File: src/hdl/mrfp_pkg.sv
// Shared types, codes and constants of the modem response frame parser.
package mrfp_pkg;

    localparam int BUFFER_BYTES_DEF = 32;

    localparam int CFG_IDX_W = 2;
    localparam logic [CFG_IDX_W-1:0] REG_MATCH_CMD = 2'd0;
    localparam logic [CFG_IDX_W-1:0] REG_CAPACITY  = 2'd1;

    localparam logic [7:0] MATCH_CMD_RST = 8'h4f;
    localparam logic [5:0] CAPACITY_RST  = 6'd32;

    // link bytes
    localparam logic [7:0] BYTE_STX      = 8'h02;
    localparam logic [7:0] BYTE_ACK      = 8'h06;
    localparam logic [7:0] BYTE_NAK      = 8'h15;
    localparam logic [7:0] BYTE_EVT_DONE = 8'h05;

    // command bytes
    localparam logic [7:0] CMD_FIX4_A = 8'h40;
    localparam logic [7:0] CMD_FIX4_B = 8'h46;
    localparam logic [7:0] CMD_FIX6_A = 8'h44;
    localparam logic [7:0] CMD_FIX6_B = 8'h48;
    localparam logic [7:0] CMD_FIX2   = 8'h4a;
    localparam logic [7:0] CMD_LENGTH = 8'h41;
    localparam logic [7:0] CMD_UPLOAD = 8'h42;
    localparam logic [7:0] CMD_SHORT1 = 8'h45;
    localparam logic [7:0] CMD_SHORT2 = 8'h47;
    localparam logic [7:0] CMD_EVENT  = 8'h4f;

    localparam logic [3:0] HC_FIX4     = 4'd4;
    localparam logic [3:0] HC_FIX6     = 4'd6;
    localparam logic [3:0] HC_FIX2     = 4'd2;
    localparam logic [3:0] HC_ONE      = 4'd1;
    localparam logic [3:0] HC_TWO      = 4'd2;
    localparam logic [3:0] HC_ZERO     = 4'd0;
    localparam logic [3:0] HC_MSG_LEN  = 4'd9;

    // result status codes
    localparam logic [2:0] ST_OK         = 3'd0;
    localparam logic [2:0] ST_TO_GENERAL = 3'd1;
    localparam logic [2:0] ST_TO_CMD     = 3'd2;
    localparam logic [2:0] ST_TO_UPHDR   = 3'd3;
    localparam logic [2:0] ST_TO_UPDATA  = 3'd4;
    localparam logic [2:0] ST_TO_UPSUM   = 3'd5;
    localparam logic [2:0] ST_TO_ACK     = 3'd6;

    typedef enum logic [3:0] {
        PH_HUNT, PH_CMD, PH_FIXED, PH_LEN, PH_DATA, PH_UPHDR,
        PH_UPDATA, PH_UPSUM, PH_SHORT, PH_EVENT, PH_MSG, PH_ACK
    } t_phase;

    typedef enum logic [1:0] {
        CS_IDLE, CS_TOUT, CS_RD, CS_LOAD
    } t_ctl_state;

    typedef enum logic [1:0] {
        HC_HOLD, HC_LOAD, HC_DEC, HC_INC
    } t_hc_op;

    typedef enum logic [1:0] {
        DR_HOLD, DR_LOAD_BYTE, DR_LOAD_UP, DR_DEC
    } t_dr_op;

    typedef struct packed {
        logic [7:0] rx_byte;
        logic       timed_out;
    } t_in_item;

    typedef struct packed {
        logic [7:0] frame_byte;
        logic [2:0] status;
        logic [5:0] frame_length;
        logic       last;
    } t_out_item;

    typedef struct packed {
        logic       keep;
        logic       set_cmd;
        logic       set_lhi;
        t_hc_op     hc_op;
        logic [3:0] hc_val;
        t_dr_op     dr_op;
        logic       clear;
        logic       tout_load;
        logic [2:0] tout_status;
        logic       ram_re;
        logic       out_load;
        logic       idx_inc;
    } t_dp_cmd;

    typedef struct packed {
        logic hc_le1;
        logic hc_eq2;
        logic hc_ge3;
        logic dr_le1;
        logic up_zero;
        logic cmd_match;
        logic out_free;
        logic emit_last;
    } t_dp_status;

endpackage

File: src/hdl/mrfp_ram.sv
// Generic single-write, single-read RAM with registered read data.
module mrfp_ram #(
    parameter int WIDTH = 8,
    parameter int DEPTH = 32
) (
    input  logic                     i_clk,
    input  logic                     i_we,
    input  logic [$clog2(DEPTH)-1:0] i_waddr,
    input  logic [WIDTH-1:0]         i_wdata,
    input  logic                     i_re,
    input  logic [$clog2(DEPTH)-1:0] i_raddr,
    output logic [WIDTH-1:0]         o_rdata
);

    logic [WIDTH-1:0] r_mem [DEPTH];
    logic [WIDTH-1:0] r_rdata;

    always_ff @(posedge i_clk) begin
        if (i_we) begin
            r_mem[i_waddr] <= i_wdata;
        end
        if (i_re) begin
            r_rdata <= r_mem[i_raddr];
        end
    end

    assign o_rdata = r_rdata;

endmodule

File: src/hdl/mrfp_ctrl.sv
// Parser controller: frame phase and emission sequencer state machines.
module mrfp_ctrl (
    input  logic                  i_clk,
    input  logic                  i_rst_n,
    input  logic                  i_in_valid,
    input  mrfp_pkg::t_in_item    i_in_item,
    input  mrfp_pkg::t_dp_status  i_st,
    output logic                  o_in_ready,
    output mrfp_pkg::t_dp_cmd     o_cmd
);

    mrfp_pkg::t_phase     r_phase, n_phase;
    mrfp_pkg::t_ctl_state r_cs, n_cs;
    logic                 w_acc;
    logic [7:0]           w_b;

    assign w_acc = (r_cs == mrfp_pkg::CS_IDLE) && i_in_valid;
    assign w_b   = i_in_item.rx_byte;

    always_ff @(posedge i_clk) begin
        if (!i_rst_n) begin
            r_phase <= mrfp_pkg::PH_HUNT;
            r_cs    <= mrfp_pkg::CS_IDLE;
        end else begin
            r_phase <= n_phase;
            r_cs    <= n_cs;
        end
    end

    // next state
    always_comb begin
        n_phase = r_phase;
        n_cs    = r_cs;
        unique case (r_cs)
            mrfp_pkg::CS_IDLE: begin
                if (w_acc && i_in_item.timed_out) begin
                    n_phase = mrfp_pkg::PH_HUNT;
                    n_cs    = mrfp_pkg::CS_TOUT;
                end else if (w_acc) begin
                    unique case (r_phase)
                        mrfp_pkg::PH_HUNT: begin
                            if (w_b == mrfp_pkg::BYTE_STX) n_phase = mrfp_pkg::PH_CMD;
                        end
                        mrfp_pkg::PH_CMD: begin
                            if (w_b != mrfp_pkg::BYTE_STX) begin
                                unique case (w_b)
                                    mrfp_pkg::CMD_FIX4_A, mrfp_pkg::CMD_FIX4_B,
                                    mrfp_pkg::CMD_FIX6_A, mrfp_pkg::CMD_FIX6_B,
                                    mrfp_pkg::CMD_FIX2:   n_phase = mrfp_pkg::PH_FIXED;
                                    mrfp_pkg::CMD_LENGTH: n_phase = mrfp_pkg::PH_LEN;
                                    mrfp_pkg::CMD_UPLOAD: n_phase = mrfp_pkg::PH_UPHDR;
                                    mrfp_pkg::CMD_SHORT1,
                                    mrfp_pkg::CMD_SHORT2: n_phase = mrfp_pkg::PH_SHORT;
                                    mrfp_pkg::CMD_EVENT:  n_phase = mrfp_pkg::PH_EVENT;
                                    default:              n_phase = mrfp_pkg::PH_ACK;
                                endcase
                            end
                        end
                        mrfp_pkg::PH_FIXED: begin
                            if (i_st.hc_le1) n_phase = mrfp_pkg::PH_ACK;
                        end
                        mrfp_pkg::PH_LEN: begin
                            n_phase = (w_b == 8'd0) ? mrfp_pkg::PH_ACK : mrfp_pkg::PH_DATA;
                        end
                        mrfp_pkg::PH_DATA: begin
                            if (i_st.dr_le1) n_phase = mrfp_pkg::PH_ACK;
                        end
                        mrfp_pkg::PH_UPHDR: begin
                            if (i_st.hc_ge3) begin
                                n_phase = i_st.up_zero ? mrfp_pkg::PH_UPSUM
                                                       : mrfp_pkg::PH_UPDATA;
                            end
                        end
                        mrfp_pkg::PH_UPDATA: begin
                            if (i_st.dr_le1) n_phase = mrfp_pkg::PH_UPSUM;
                        end
                        mrfp_pkg::PH_UPSUM: begin
                            if (i_st.hc_le1) n_phase = mrfp_pkg::PH_ACK;
                        end
                        mrfp_pkg::PH_SHORT, mrfp_pkg::PH_MSG: begin
                            if (i_st.hc_le1) begin
                                n_phase = mrfp_pkg::PH_HUNT;
                                if (i_st.cmd_match) n_cs = mrfp_pkg::CS_RD;
                            end
                        end
                        mrfp_pkg::PH_EVENT: begin
                            if (w_b == mrfp_pkg::BYTE_EVT_DONE) begin
                                n_phase = mrfp_pkg::PH_HUNT;
                                n_cs    = mrfp_pkg::CS_RD;
                            end else begin
                                n_phase = mrfp_pkg::PH_MSG;
                            end
                        end
                        mrfp_pkg::PH_ACK: begin
                            if (w_b == mrfp_pkg::BYTE_ACK || w_b == mrfp_pkg::BYTE_NAK) begin
                                n_phase = mrfp_pkg::PH_HUNT;
                                if (i_st.cmd_match) n_cs = mrfp_pkg::CS_RD;
                            end else if (w_b == mrfp_pkg::BYTE_STX) begin
                                n_phase = mrfp_pkg::PH_CMD;
                            end
                        end
                        default: n_phase = mrfp_pkg::PH_HUNT;
                    endcase
                end
            end
            mrfp_pkg::CS_TOUT: begin
                if (i_st.out_free) n_cs = mrfp_pkg::CS_IDLE;
            end
            mrfp_pkg::CS_RD: n_cs = mrfp_pkg::CS_LOAD;
            mrfp_pkg::CS_LOAD: begin
                if (i_st.out_free) begin
                    n_cs = i_st.emit_last ? mrfp_pkg::CS_IDLE : mrfp_pkg::CS_RD;
                end
            end
            default: n_cs = mrfp_pkg::CS_IDLE;
        endcase
    end

    // outputs
    always_comb begin
        o_cmd       = '0;
        o_cmd.hc_op = mrfp_pkg::HC_HOLD;
        o_cmd.dr_op = mrfp_pkg::DR_HOLD;
        o_in_ready  = (r_cs == mrfp_pkg::CS_IDLE);
        unique case (r_cs)
            mrfp_pkg::CS_IDLE: begin
                if (w_acc && i_in_item.timed_out) begin
                    o_cmd.clear     = 1'b1;
                    o_cmd.tout_load = 1'b1;
                    unique case (r_phase)
                        mrfp_pkg::PH_CMD:    o_cmd.tout_status = mrfp_pkg::ST_TO_CMD;
                        mrfp_pkg::PH_UPHDR:  o_cmd.tout_status = mrfp_pkg::ST_TO_UPHDR;
                        mrfp_pkg::PH_UPDATA: o_cmd.tout_status = mrfp_pkg::ST_TO_UPDATA;
                        mrfp_pkg::PH_UPSUM:  o_cmd.tout_status = mrfp_pkg::ST_TO_UPSUM;
                        mrfp_pkg::PH_ACK:    o_cmd.tout_status = mrfp_pkg::ST_TO_ACK;
                        default:             o_cmd.tout_status = mrfp_pkg::ST_TO_GENERAL;
                    endcase
                end else if (w_acc) begin
                    unique case (r_phase)
                        mrfp_pkg::PH_HUNT: ;
                        mrfp_pkg::PH_CMD: begin
                            o_cmd.set_cmd = 1'b1;
                            o_cmd.keep    = 1'b1;
                            unique case (w_b)
                                mrfp_pkg::CMD_FIX4_A, mrfp_pkg::CMD_FIX4_B: begin
                                    o_cmd.hc_op  = mrfp_pkg::HC_LOAD;
                                    o_cmd.hc_val = mrfp_pkg::HC_FIX4;
                                end
                                mrfp_pkg::CMD_FIX6_A, mrfp_pkg::CMD_FIX6_B: begin
                                    o_cmd.hc_op  = mrfp_pkg::HC_LOAD;
                                    o_cmd.hc_val = mrfp_pkg::HC_FIX6;
                                end
                                mrfp_pkg::CMD_FIX2: begin
                                    o_cmd.hc_op  = mrfp_pkg::HC_LOAD;
                                    o_cmd.hc_val = mrfp_pkg::HC_FIX2;
                                end
                                mrfp_pkg::CMD_UPLOAD: begin
                                    o_cmd.hc_op  = mrfp_pkg::HC_LOAD;
                                    o_cmd.hc_val = mrfp_pkg::HC_ZERO;
                                end
                                mrfp_pkg::CMD_SHORT1: begin
                                    o_cmd.hc_op  = mrfp_pkg::HC_LOAD;
                                    o_cmd.hc_val = mrfp_pkg::HC_ONE;
                                end
                                mrfp_pkg::CMD_SHORT2: begin
                                    o_cmd.hc_op  = mrfp_pkg::HC_LOAD;
                                    o_cmd.hc_val = mrfp_pkg::HC_TWO;
                                end
                                default: ;
                            endcase
                        end
                        mrfp_pkg::PH_FIXED, mrfp_pkg::PH_UPSUM,
                        mrfp_pkg::PH_SHORT, mrfp_pkg::PH_MSG: begin
                            o_cmd.keep  = 1'b1;
                            o_cmd.hc_op = mrfp_pkg::HC_DEC;
                            if ((r_phase == mrfp_pkg::PH_SHORT || r_phase == mrfp_pkg::PH_MSG)
                                && i_st.hc_le1 && !i_st.cmd_match) begin
                                o_cmd.clear = 1'b1;
                            end
                        end
                        mrfp_pkg::PH_LEN: o_cmd.dr_op = mrfp_pkg::DR_LOAD_BYTE;
                        mrfp_pkg::PH_DATA: begin
                            o_cmd.keep  = 1'b1;
                            o_cmd.dr_op = mrfp_pkg::DR_DEC;
                        end
                        mrfp_pkg::PH_UPHDR: begin
                            o_cmd.keep    = 1'b1;
                            o_cmd.set_lhi = i_st.hc_eq2;
                            if (i_st.hc_ge3) begin
                                o_cmd.dr_op  = mrfp_pkg::DR_LOAD_UP;
                                o_cmd.hc_op  = mrfp_pkg::HC_LOAD;
                                o_cmd.hc_val = mrfp_pkg::HC_TWO;
                            end else begin
                                o_cmd.hc_op = mrfp_pkg::HC_INC;
                            end
                        end
                        mrfp_pkg::PH_UPDATA: begin
                            o_cmd.keep  = 1'b1;
                            o_cmd.dr_op = mrfp_pkg::DR_DEC;
                            if (i_st.dr_le1) begin
                                o_cmd.hc_op  = mrfp_pkg::HC_LOAD;
                                o_cmd.hc_val = mrfp_pkg::HC_TWO;
                            end
                        end
                        mrfp_pkg::PH_EVENT: begin
                            o_cmd.keep = 1'b1;
                            if (w_b != mrfp_pkg::BYTE_EVT_DONE) begin
                                o_cmd.hc_op  = mrfp_pkg::HC_LOAD;
                                o_cmd.hc_val = mrfp_pkg::HC_MSG_LEN;
                            end
                        end
                        mrfp_pkg::PH_ACK: begin
                            o_cmd.keep = 1'b1;
                            if ((w_b == mrfp_pkg::BYTE_ACK || w_b == mrfp_pkg::BYTE_NAK)
                                && !i_st.cmd_match) begin
                                o_cmd.clear = 1'b1;
                            end
                        end
                        default: o_cmd.clear = 1'b1;
                    endcase
                end
            end
            mrfp_pkg::CS_TOUT: ;
            mrfp_pkg::CS_RD: o_cmd.ram_re = 1'b1;
            mrfp_pkg::CS_LOAD: begin
                if (i_st.out_free) begin
                    o_cmd.out_load = 1'b1;
                    o_cmd.clear    = i_st.emit_last;
                    o_cmd.idx_inc  = !i_st.emit_last;
                end
            end
            default: ;
        endcase
    end

endmodule

File: src/hdl/mrfp_dp.sv
// Parser datapath: config registers, counters, frame store and output register.
module mrfp_dp #(
    parameter int BUFFER_BYTES = mrfp_pkg::BUFFER_BYTES_DEF
) (
    input  logic                               i_clk,
    input  logic                               i_rst_n,
    input  logic                               i_cfg_we,
    input  logic [mrfp_pkg::CFG_IDX_W-1:0]     i_cfg_index,
    input  logic [7:0]                         i_cfg_data,
    input  mrfp_pkg::t_in_item                 i_in_item,
    input  mrfp_pkg::t_dp_cmd                  i_cmd,
    output mrfp_pkg::t_dp_status               o_st,
    input  logic                               i_out_ready,
    output logic                               o_out_valid,
    output mrfp_pkg::t_out_item                o_out_item
);

    localparam int AW   = $clog2(BUFFER_BYTES);
    localparam int CW   = $clog2(BUFFER_BYTES + 1);
    localparam int CMPW = (CW > 6) ? CW : 6;

    logic [7:0]          r_match, r_cur_cmd, r_lhi;
    logic [5:0]          r_capacity;
    logic [CW-1:0]       r_count;
    logic [3:0]          r_hc;
    logic [15:0]         r_dr;
    logic [AW-1:0]       r_rd_idx;
    logic [2:0]          r_tout_st;
    logic                r_tout_pend;
    logic                r_out_valid;
    mrfp_pkg::t_out_item r_out;

    logic [7:0]          w_b;
    logic [CMPW-1:0]     w_cap, w_eff_cap;
    logic                w_store;
    logic [7:0]          w_rdata;

    assign w_b       = i_in_item.rx_byte;
    assign w_cap     = CMPW'(r_capacity);
    assign w_eff_cap = (w_cap > CMPW'(BUFFER_BYTES)) ? CMPW'(BUFFER_BYTES) : w_cap;
    assign w_store   = i_cmd.keep && (CMPW'(r_count) < w_eff_cap);

    always_ff @(posedge i_clk) begin
        if (!i_rst_n) begin
            r_match    <= mrfp_pkg::MATCH_CMD_RST;
            r_capacity <= mrfp_pkg::CAPACITY_RST;
        end else if (i_cfg_we) begin
            if (i_cfg_index == mrfp_pkg::REG_MATCH_CMD) r_match <= i_cfg_data;
            if (i_cfg_index == mrfp_pkg::REG_CAPACITY)  r_capacity <= i_cfg_data[5:0];
        end
    end

    always_ff @(posedge i_clk) begin
        if (!i_rst_n) begin
            r_cur_cmd <= '0;
            r_lhi     <= '0;
            r_count   <= '0;
            r_hc      <= '0;
            r_dr      <= '0;
            r_rd_idx  <= '0;
        end else begin
            if (i_cmd.set_cmd) r_cur_cmd <= w_b;
            if (i_cmd.clear) begin
                r_lhi    <= '0;
                r_count  <= '0;
                r_hc     <= '0;
                r_dr     <= '0;
                r_rd_idx <= '0;
            end else begin
                if (w_store) r_count <= r_count + CW'(1);
                if (i_cmd.set_lhi) r_lhi <= w_b;
                if (i_cmd.idx_inc) r_rd_idx <= r_rd_idx + AW'(1);
                unique case (i_cmd.hc_op)
                    mrfp_pkg::HC_HOLD: ;
                    mrfp_pkg::HC_LOAD: r_hc <= i_cmd.hc_val;
                    mrfp_pkg::HC_DEC:  if (r_hc != 4'd0) r_hc <= r_hc - 4'd1;
                    mrfp_pkg::HC_INC:  r_hc <= r_hc + 4'd1;
                    default: ;
                endcase
                unique case (i_cmd.dr_op)
                    mrfp_pkg::DR_HOLD: ;
                    mrfp_pkg::DR_LOAD_BYTE: r_dr <= {8'd0, w_b};
                    mrfp_pkg::DR_LOAD_UP:   r_dr <= {r_lhi, w_b};
                    mrfp_pkg::DR_DEC:       if (r_dr != 16'd0) r_dr <= r_dr - 16'd1;
                    default: ;
                endcase
            end
        end
    end

    mrfp_ram #(
        .WIDTH(8),
        .DEPTH(BUFFER_BYTES)
    ) u_store (
        .i_clk  (i_clk),
        .i_we   (w_store),
        .i_waddr(r_count[AW-1:0]),
        .i_wdata(w_b),
        .i_re   (i_cmd.ram_re),
        .i_raddr(r_rd_idx),
        .o_rdata(w_rdata)
    );

    always_comb begin
        o_st.hc_le1    = (r_hc <= 4'd1);
        o_st.hc_eq2    = (r_hc == 4'd2);
        o_st.hc_ge3    = (r_hc >= 4'd3);
        o_st.dr_le1    = (r_dr <= 16'd1);
        o_st.up_zero   = ({r_lhi, w_b} == 16'd0);
        o_st.cmd_match = (r_cur_cmd == r_match);
        o_st.out_free  = !r_out_valid || i_out_ready;
        o_st.emit_last = (r_count == '0) || ((CW'(r_rd_idx) + CW'(1)) == r_count);
    end

    always_ff @(posedge i_clk) begin
        if (i_cmd.tout_load) r_tout_st <= i_cmd.tout_status;
    end

    always_ff @(posedge i_clk) begin
        if (!i_rst_n) begin
            r_out_valid <= 1'b0;
        end else if (i_cmd.out_load || (r_tout_pend && o_st.out_free)) begin
            r_out_valid <= 1'b1;
        end else if (i_out_ready) begin
            r_out_valid <= 1'b0;
        end
    end

    // a timeout report waits in r_tout_pend until the output register is free, then is loaded
    always_ff @(posedge i_clk) begin
        if (!i_rst_n) begin
            r_tout_pend <= 1'b0;
        end else if (i_cmd.tout_load) begin
            r_tout_pend <= 1'b1;
        end else if (o_st.out_free) begin
            r_tout_pend <= 1'b0;
        end
    end

    always_ff @(posedge i_clk) begin
        if (i_cmd.out_load) begin
            r_out.frame_byte   <= (r_count == '0) ? 8'd0 : w_rdata;
            r_out.status       <= mrfp_pkg::ST_OK;
            r_out.frame_length <= 6'(r_count);
            r_out.last         <= o_st.emit_last;
        end else if (r_tout_pend && o_st.out_free) begin
            r_out.frame_byte   <= 8'd0;
            r_out.status       <= r_tout_st;
            r_out.frame_length <= 6'd0;
            r_out.last         <= 1'b1;
        end
    end

    assign o_out_valid = r_out_valid;
    assign o_out_item  = r_out;

endmodule

File: src/hdl/modem_response_frame_parser_core.sv
// Top level of the modem response frame parser.
// Takes one link byte or timeout marker per item and is ready again in the next cycle for
// any byte that completes no frame. A timeout report passes through a pending register into
// the output register once the sink has freed that register, and the block is ready again
// from that same cycle. A completed frame (one whose command matches the match register, or
// an event frame closed by its done byte) of N stored bytes is then streamed from the frame
// store, each byte by one store read and then one output register load (an empty frame still
// gives one item), and input is held off until the final byte is loaded. Configuration writes are taken in any cycle.
module modem_response_frame_parser_core #(
    parameter int BUFFER_BYTES = mrfp_pkg::BUFFER_BYTES_DEF
) (
    input  logic                           i_clk,
    input  logic                           i_rst_n,
    input  logic                           i_in_valid,
    output logic                           o_in_ready,
    input  mrfp_pkg::t_in_item             i_in_item,
    output logic                           o_out_valid,
    input  logic                           i_out_ready,
    output mrfp_pkg::t_out_item            o_out_item,
    input  logic                           i_cfg_valid,
    output logic                           o_cfg_ready,
    input  logic [mrfp_pkg::CFG_IDX_W-1:0] i_cfg_index,
    input  logic [7:0]                     i_cfg_data
);

    mrfp_pkg::t_dp_cmd    w_cmd;
    mrfp_pkg::t_dp_status w_st;

    assign o_cfg_ready = 1'b1;

    mrfp_ctrl u_ctrl (
        .i_clk     (i_clk),
        .i_rst_n   (i_rst_n),
        .i_in_valid(i_in_valid),
        .i_in_item (i_in_item),
        .i_st      (w_st),
        .o_in_ready(o_in_ready),
        .o_cmd     (w_cmd)
    );

    mrfp_dp #(
        .BUFFER_BYTES(BUFFER_BYTES)
    ) u_dp (
        .i_clk      (i_clk),
        .i_rst_n    (i_rst_n),
        .i_cfg_we   (i_cfg_valid),
        .i_cfg_index(i_cfg_index),
        .i_cfg_data (i_cfg_data),
        .i_in_item  (i_in_item),
        .i_cmd      (w_cmd),
        .o_st       (w_st),
        .i_out_ready(i_out_ready),
        .o_out_valid(o_out_valid),
        .o_out_item (o_out_item)
    );

endmodule

File: config.mk
export PLATFORM = sky130hd
export DESIGN_NAME = modem_response_frame_parser_core
export DESIGN_NICKNAME = d
export VERILOG_FILES = /design/src/hdl/mrfp_pkg.sv /design/src/hdl/mrfp_ram.sv /design/src/hdl/mrfp_ctrl.sv /design/src/hdl/mrfp_dp.sv /design/src/hdl/modem_response_frame_parser_core.sv
export SDC_FILE = /design/constraint.sdc
export NUM_CORES = 1
export LEC_CHECK = 0
export BUFFER_PORTS_ARGS = -buffer_cell sky130_fd_sc_hd__buf_2
export CORE_MARGIN = 8
export CORE_UTILIZATION = 25
export CTS_CLUSTER_DIAMETER = 40
export DETAILED_ROUTE_END_ITERATION = 7
export PLACE_DENSITY = 0.44
export REMOVE_ABC_BUFFERS = 1
export SYNTH_ARGS = -nofsm -noshare
export SYNTH_HDL_FRONTEND = slang
export SYNTH_HIERARCHICAL = 1
export SYNTH_SLANG_ARGS = --single-unit
File: constraint.sdc
create_clock -name i_clk -period 8.9 [get_ports i_clk]
set_input_delay 0.445 -clock i_clk [delete_from_list [all_inputs] [get_ports i_clk]]
set_output_delay 0.445 -clock i_clk [all_outputs]
set_load 0.02 [all_outputs]
==> flow_metrics.py <==
metrics = {
    "run_status": {
        "status": "completed",
    },
    "sta": {
        "timing.clock.skew_ns": 0.02055,
        "unrepaired_setup_endpoints_after_global_routing": "no",
        "setup-violations-final": 0,
        "relSlewSlack": 0.3121,
        "fin_crit_sh": 0.4890,
        "max_freq_mhz": 229.8,
        "totalNegativeSetupSlack_ns": 0,
        "finalMaxSlewViolations": 0,
        "final_hold_viol_count": 0,
        "worst-slew-pin-transition_ns": 1.032,
        "finalCriticalPeriod_ns": 4.352,
    },
    "global_route": {
        "grt_usage": 0.1198,
        "grt_max_degree": 71,
        "antenna_violations_before_repair": 1,
        "gr-total-overflow": 0,
        "vias_in_the_first_global_route": 9492,
        "global_route_wire_length_before_repair_um": 63540,
    },
    "power_and_ir_drop": {
        "power_leakage_nw": 6.006,
        "comb_power_share": 0.023,
        "vdd_drop_max_mv": 0.1422,
        "switching_share_of_total_power": 0.2216,
        "netSwitchingPower_w": 0.0009036,
        "seq_power_share": 0.440,
        "internal-power_w": 0.003174,
        "power.share.clock": 0.537,
        "power.density_nw_per_um2": 219.6,
    },
    "floorplanning": {
        "rows": 91,
        "dieArea_um2": 70360,
        "coreArea_um2": 61600,
        "die_h_um": 265.3,
        "num_io_pins": 45,
        "dieWidth_um": 265.3,
        "initial_utilization": 0.2521,
    },
    "setup_path": {
        "wp_data_required_ns": 9.10,
        "cp-end-kind": "flip-flop",
        "timing.critical_path.slowest_stage_cell": "sky130_fd_sc_hd__nor2_1",
        "buffering_stage_count_on_the_worst_path_with_inverters_included": 2,
        "crit_arrival_ns": 4.56,
        "max_stage_delay_ns": 0.78,
        "crit_path_cell_trace": "inv_1, ha_1, nand3b_1, a21oi_1, o31a_1, or4b_2, a211oi_2, nor2_1, inv_1, nand3b_1, nor2_1",
        "critical_path_depth": 11,
        "critical-path-top-delay-family": "simple AND/OR/NAND/NOR gates",
        "crit_path_max_fanout": 8,
        "critPathKind": "flip-flop to flip-flop",
        "reg2regPathDepth": 11,
        "worst_setup_path_start_kind": "flip-flop",
    },
    "yosys": {
        "synth-seq-cells": 354,
        "syn-mean-instance-area_um2": 14.79,
        "sequential_to_total_area_share_from_yosys_stat": 0.6380,
        "synth.area.top_cells": "sky130_fd_sc_hd__edfxtp_1 55%, sky130_fd_sc_hd__mux4_2 12%, sky130_fd_sc_hd__dfxtp_1 9.3%",
        "syn-cell-area_um2": 15530,
        "ys.flop_type": "sky130_fd_sc_hd__edfxtp_1",
        "post_synth_inst_count": 1050,
        "ys_warn_count": 6,
        "synthDistinctLibCells": 81,
        "yosysTopAreaCell": "sky130_fd_sc_hd__edfxtp_1",
        "synth_top_area_share": 0.5452,
        "synth-edff-count": 282,
        "synthArstFlopShare": 0,
    },
    "layout": {
        "finalInstanceArea_um2": 18570,
        "drive_gt1_frac": 0.2323,
        "area_growth_pct": 19.54,
        "layout.core_utilization": 0.3014,
        "finalNetCount": 1156,
    },
    "place": {
        "port-buffer-count": 43,
        "detailed_place.area_um2": 16640,
        "detailed_place_hpwl_um": 27520,
        "gp_routability_congestion": 0.7629,
    },
    "clocking": {
        "cts-resized-gates": 0,
        "clock-sinks": 354,
        "clock_tree.root_cell": "sky130_fd_sc_hd__clkbuf_16",
        "max-clock-path-buffers": 3,
        "cts_max_level": 2,
        "path_clk_slew_ns": 0.06,
        "clock_tree_from_tritoncts": "built",
        "cts_buffers": 56,
        "buffer_count_from_post_cts_setup_fixing": 0,
        "cts_hold_buf": 0,
        "clock_insertion_delay_at_the_later_pin_of_the_skew_report_ns": 0.59,
    },
    "drt": {
        "drt_iter0_drc": 709,
        "drc": 0,
        "antenna_violating_nets_post_route": 0,
        "dr_total_vias": 9271,
        "drt_first_pass_iters": 4,
        "avgViaCountPerCell": 4.645,
        "wire_per_inst_um": 21.33,
        "totalWireLength_um": 42580,
    },
    "worst_hold_path": {
        "min_path_type": "primary input to flip-flop",
        "hold-path-cell-count": 3,
    },
    "flow_run": {
        "max-cap-violations": 0,
    },
}
-- sequential cells by signal, summed over array words and instances, names as in the netlist --
register	count
u_dp/r_tout_st	3
u_dp/r_hc	4
u_dp/r_rd_idx	5
u_dp/r_capacity	6
u_dp/o_out_valid	1
u_dp/r_tout_pend	1
u_ctrl/r_cs	2
u_ctrl/r_phase	4
u_dp/r_match	8
u_dp/r_lhi	8
u_dp/r_dr	16
u_dp/r_cur_cmd	8
u_dp/u_store/r_mem	256
u_dp/r_count	6
u_dp/u_store/o_rdata	8
u_dp/o_out_item	18
-- layout by cell type, fill, tap and decap left out, drive strengths merged, types with 18 or more instances in the layout --
master / synthesis / routed
buf: 29 / 58
mux4: 80 / 80
inv: 18 / 32
ha: 20 / 20
nor2: 88 / 88
edfxtp: 282 / 282
a21oi: 42 / 42
clkbuf: 25 / 59
nand2: 63 / 63
mux2i: 27 / 27
dfxtp: 72 / 72
nor2b: 25 / 25
o21ai: 29 / 29
nand3: 18 / 18
-- layer usage --
metal,global-route usage,up-vias,routed length (um)
met5,0,-,0
met4,0.03850,0,1005
met3,0.02226,59,1979
met2,0.1955,233,20140
met1,0.1602,4735,19450
li1,-,4244,-
-- cell usage after synthesis, drive strengths merged (20+ instances only) --
cell / number
mux2i: 27
clkbuf: 25
edfxtp: 282
buf: 29
nor2b: 25
o21ai: 29
dfxtp: 72
ha: 20
nor2: 88
nand2: 63
mux4: 80
a21oi: 42
-- power by group through the flow --
stage          clock (W)  sequential [W]  combinational (W)
5_1_grt          0.00231         0.00179           0.000104
6_report         0.00219         0.00179          0.0000936
4_1_cts          0.00225         0.00179          0.0000976
3_5_place_dp           0         0.00183          0.0000977
2_1_floorplan          0         0.00183          0.0000281
3_3_place_gp           0         0.00183          0.0000973
-- final timing paths --
path	slack [ns]	from	end
worst max-delay path	4.55	u_ctrl/r_cs[1]	u_dp/u_store/r_mem[18][0]
worst min-delay path	0.08	i_cfg_data[6]	u_dp/r_match[6]
worst max register to register	4.55	u_ctrl/r_cs[1]	u_dp/u_store/r_mem[18][0]
worst min register to register	0.46	u_dp/o_out_item[7]	u_dp/o_out_item[7]
-- kinds of logic (layout without fill, tap and decap cells) --
group / Yosys count / in the layout / share of synthesized area
XOR/XNOR: 27 / 27 / 0.01523
AND/OR/NAND/NOR: 312 / 312 / 0.1061
AO/OA/AOI/OAI: 149 / 149 / 0.06340
other: 1 / 2 / 0.0002415
adder cells (fa/ha/maj): 20 / 20 / 0.01611
buffers and inverters: 72 / 180 / 0.02167
flip-flops: 354 / 354 / 0.6380
multiplexers: 115 / 115 / 0.1392
-- stage by stage --
stage	setup slack (ns)	total power [W]	std cells	hold slack, ns
6_report	4.548	0.004077	1996	0.07669
5_1_grt	4.251	0.004206	1995	0.07672
4_1_cts	4.568	0.004139	1995	0.05008
3_5_place_dp	4.606	0.001927	1891	0.4496
3_3_place_gp	4.647	0.001926	1891	0.4427
2_1_floorplan	3.065	0.001862	996	0.4449
-- layout make-up --
class | instances | area (um^2)
Inverter | 18 | 67.56
Multi-Input combinational cell | 624 | 5285
Clock buffer | 59 | 1423
Timing Repair Buffer | 58 | 327.8
Fill cell | 6134 | 43030
Clock inverter | 45 | 495.5
Tap cell | 837 | 1047
Antenna cell | 1 | 2.502
Sequential cell | 354 | 9917
-- worst min-delay path: stages --
cell and delay [ns]:
sky130_fd_sc_hd__buf_2 0.07, sky130_fd_sc_hd__nand2_1 0.04, sky130_fd_sc_hd__nand3_1 0.06
Power figures use the tool's default switching activity.
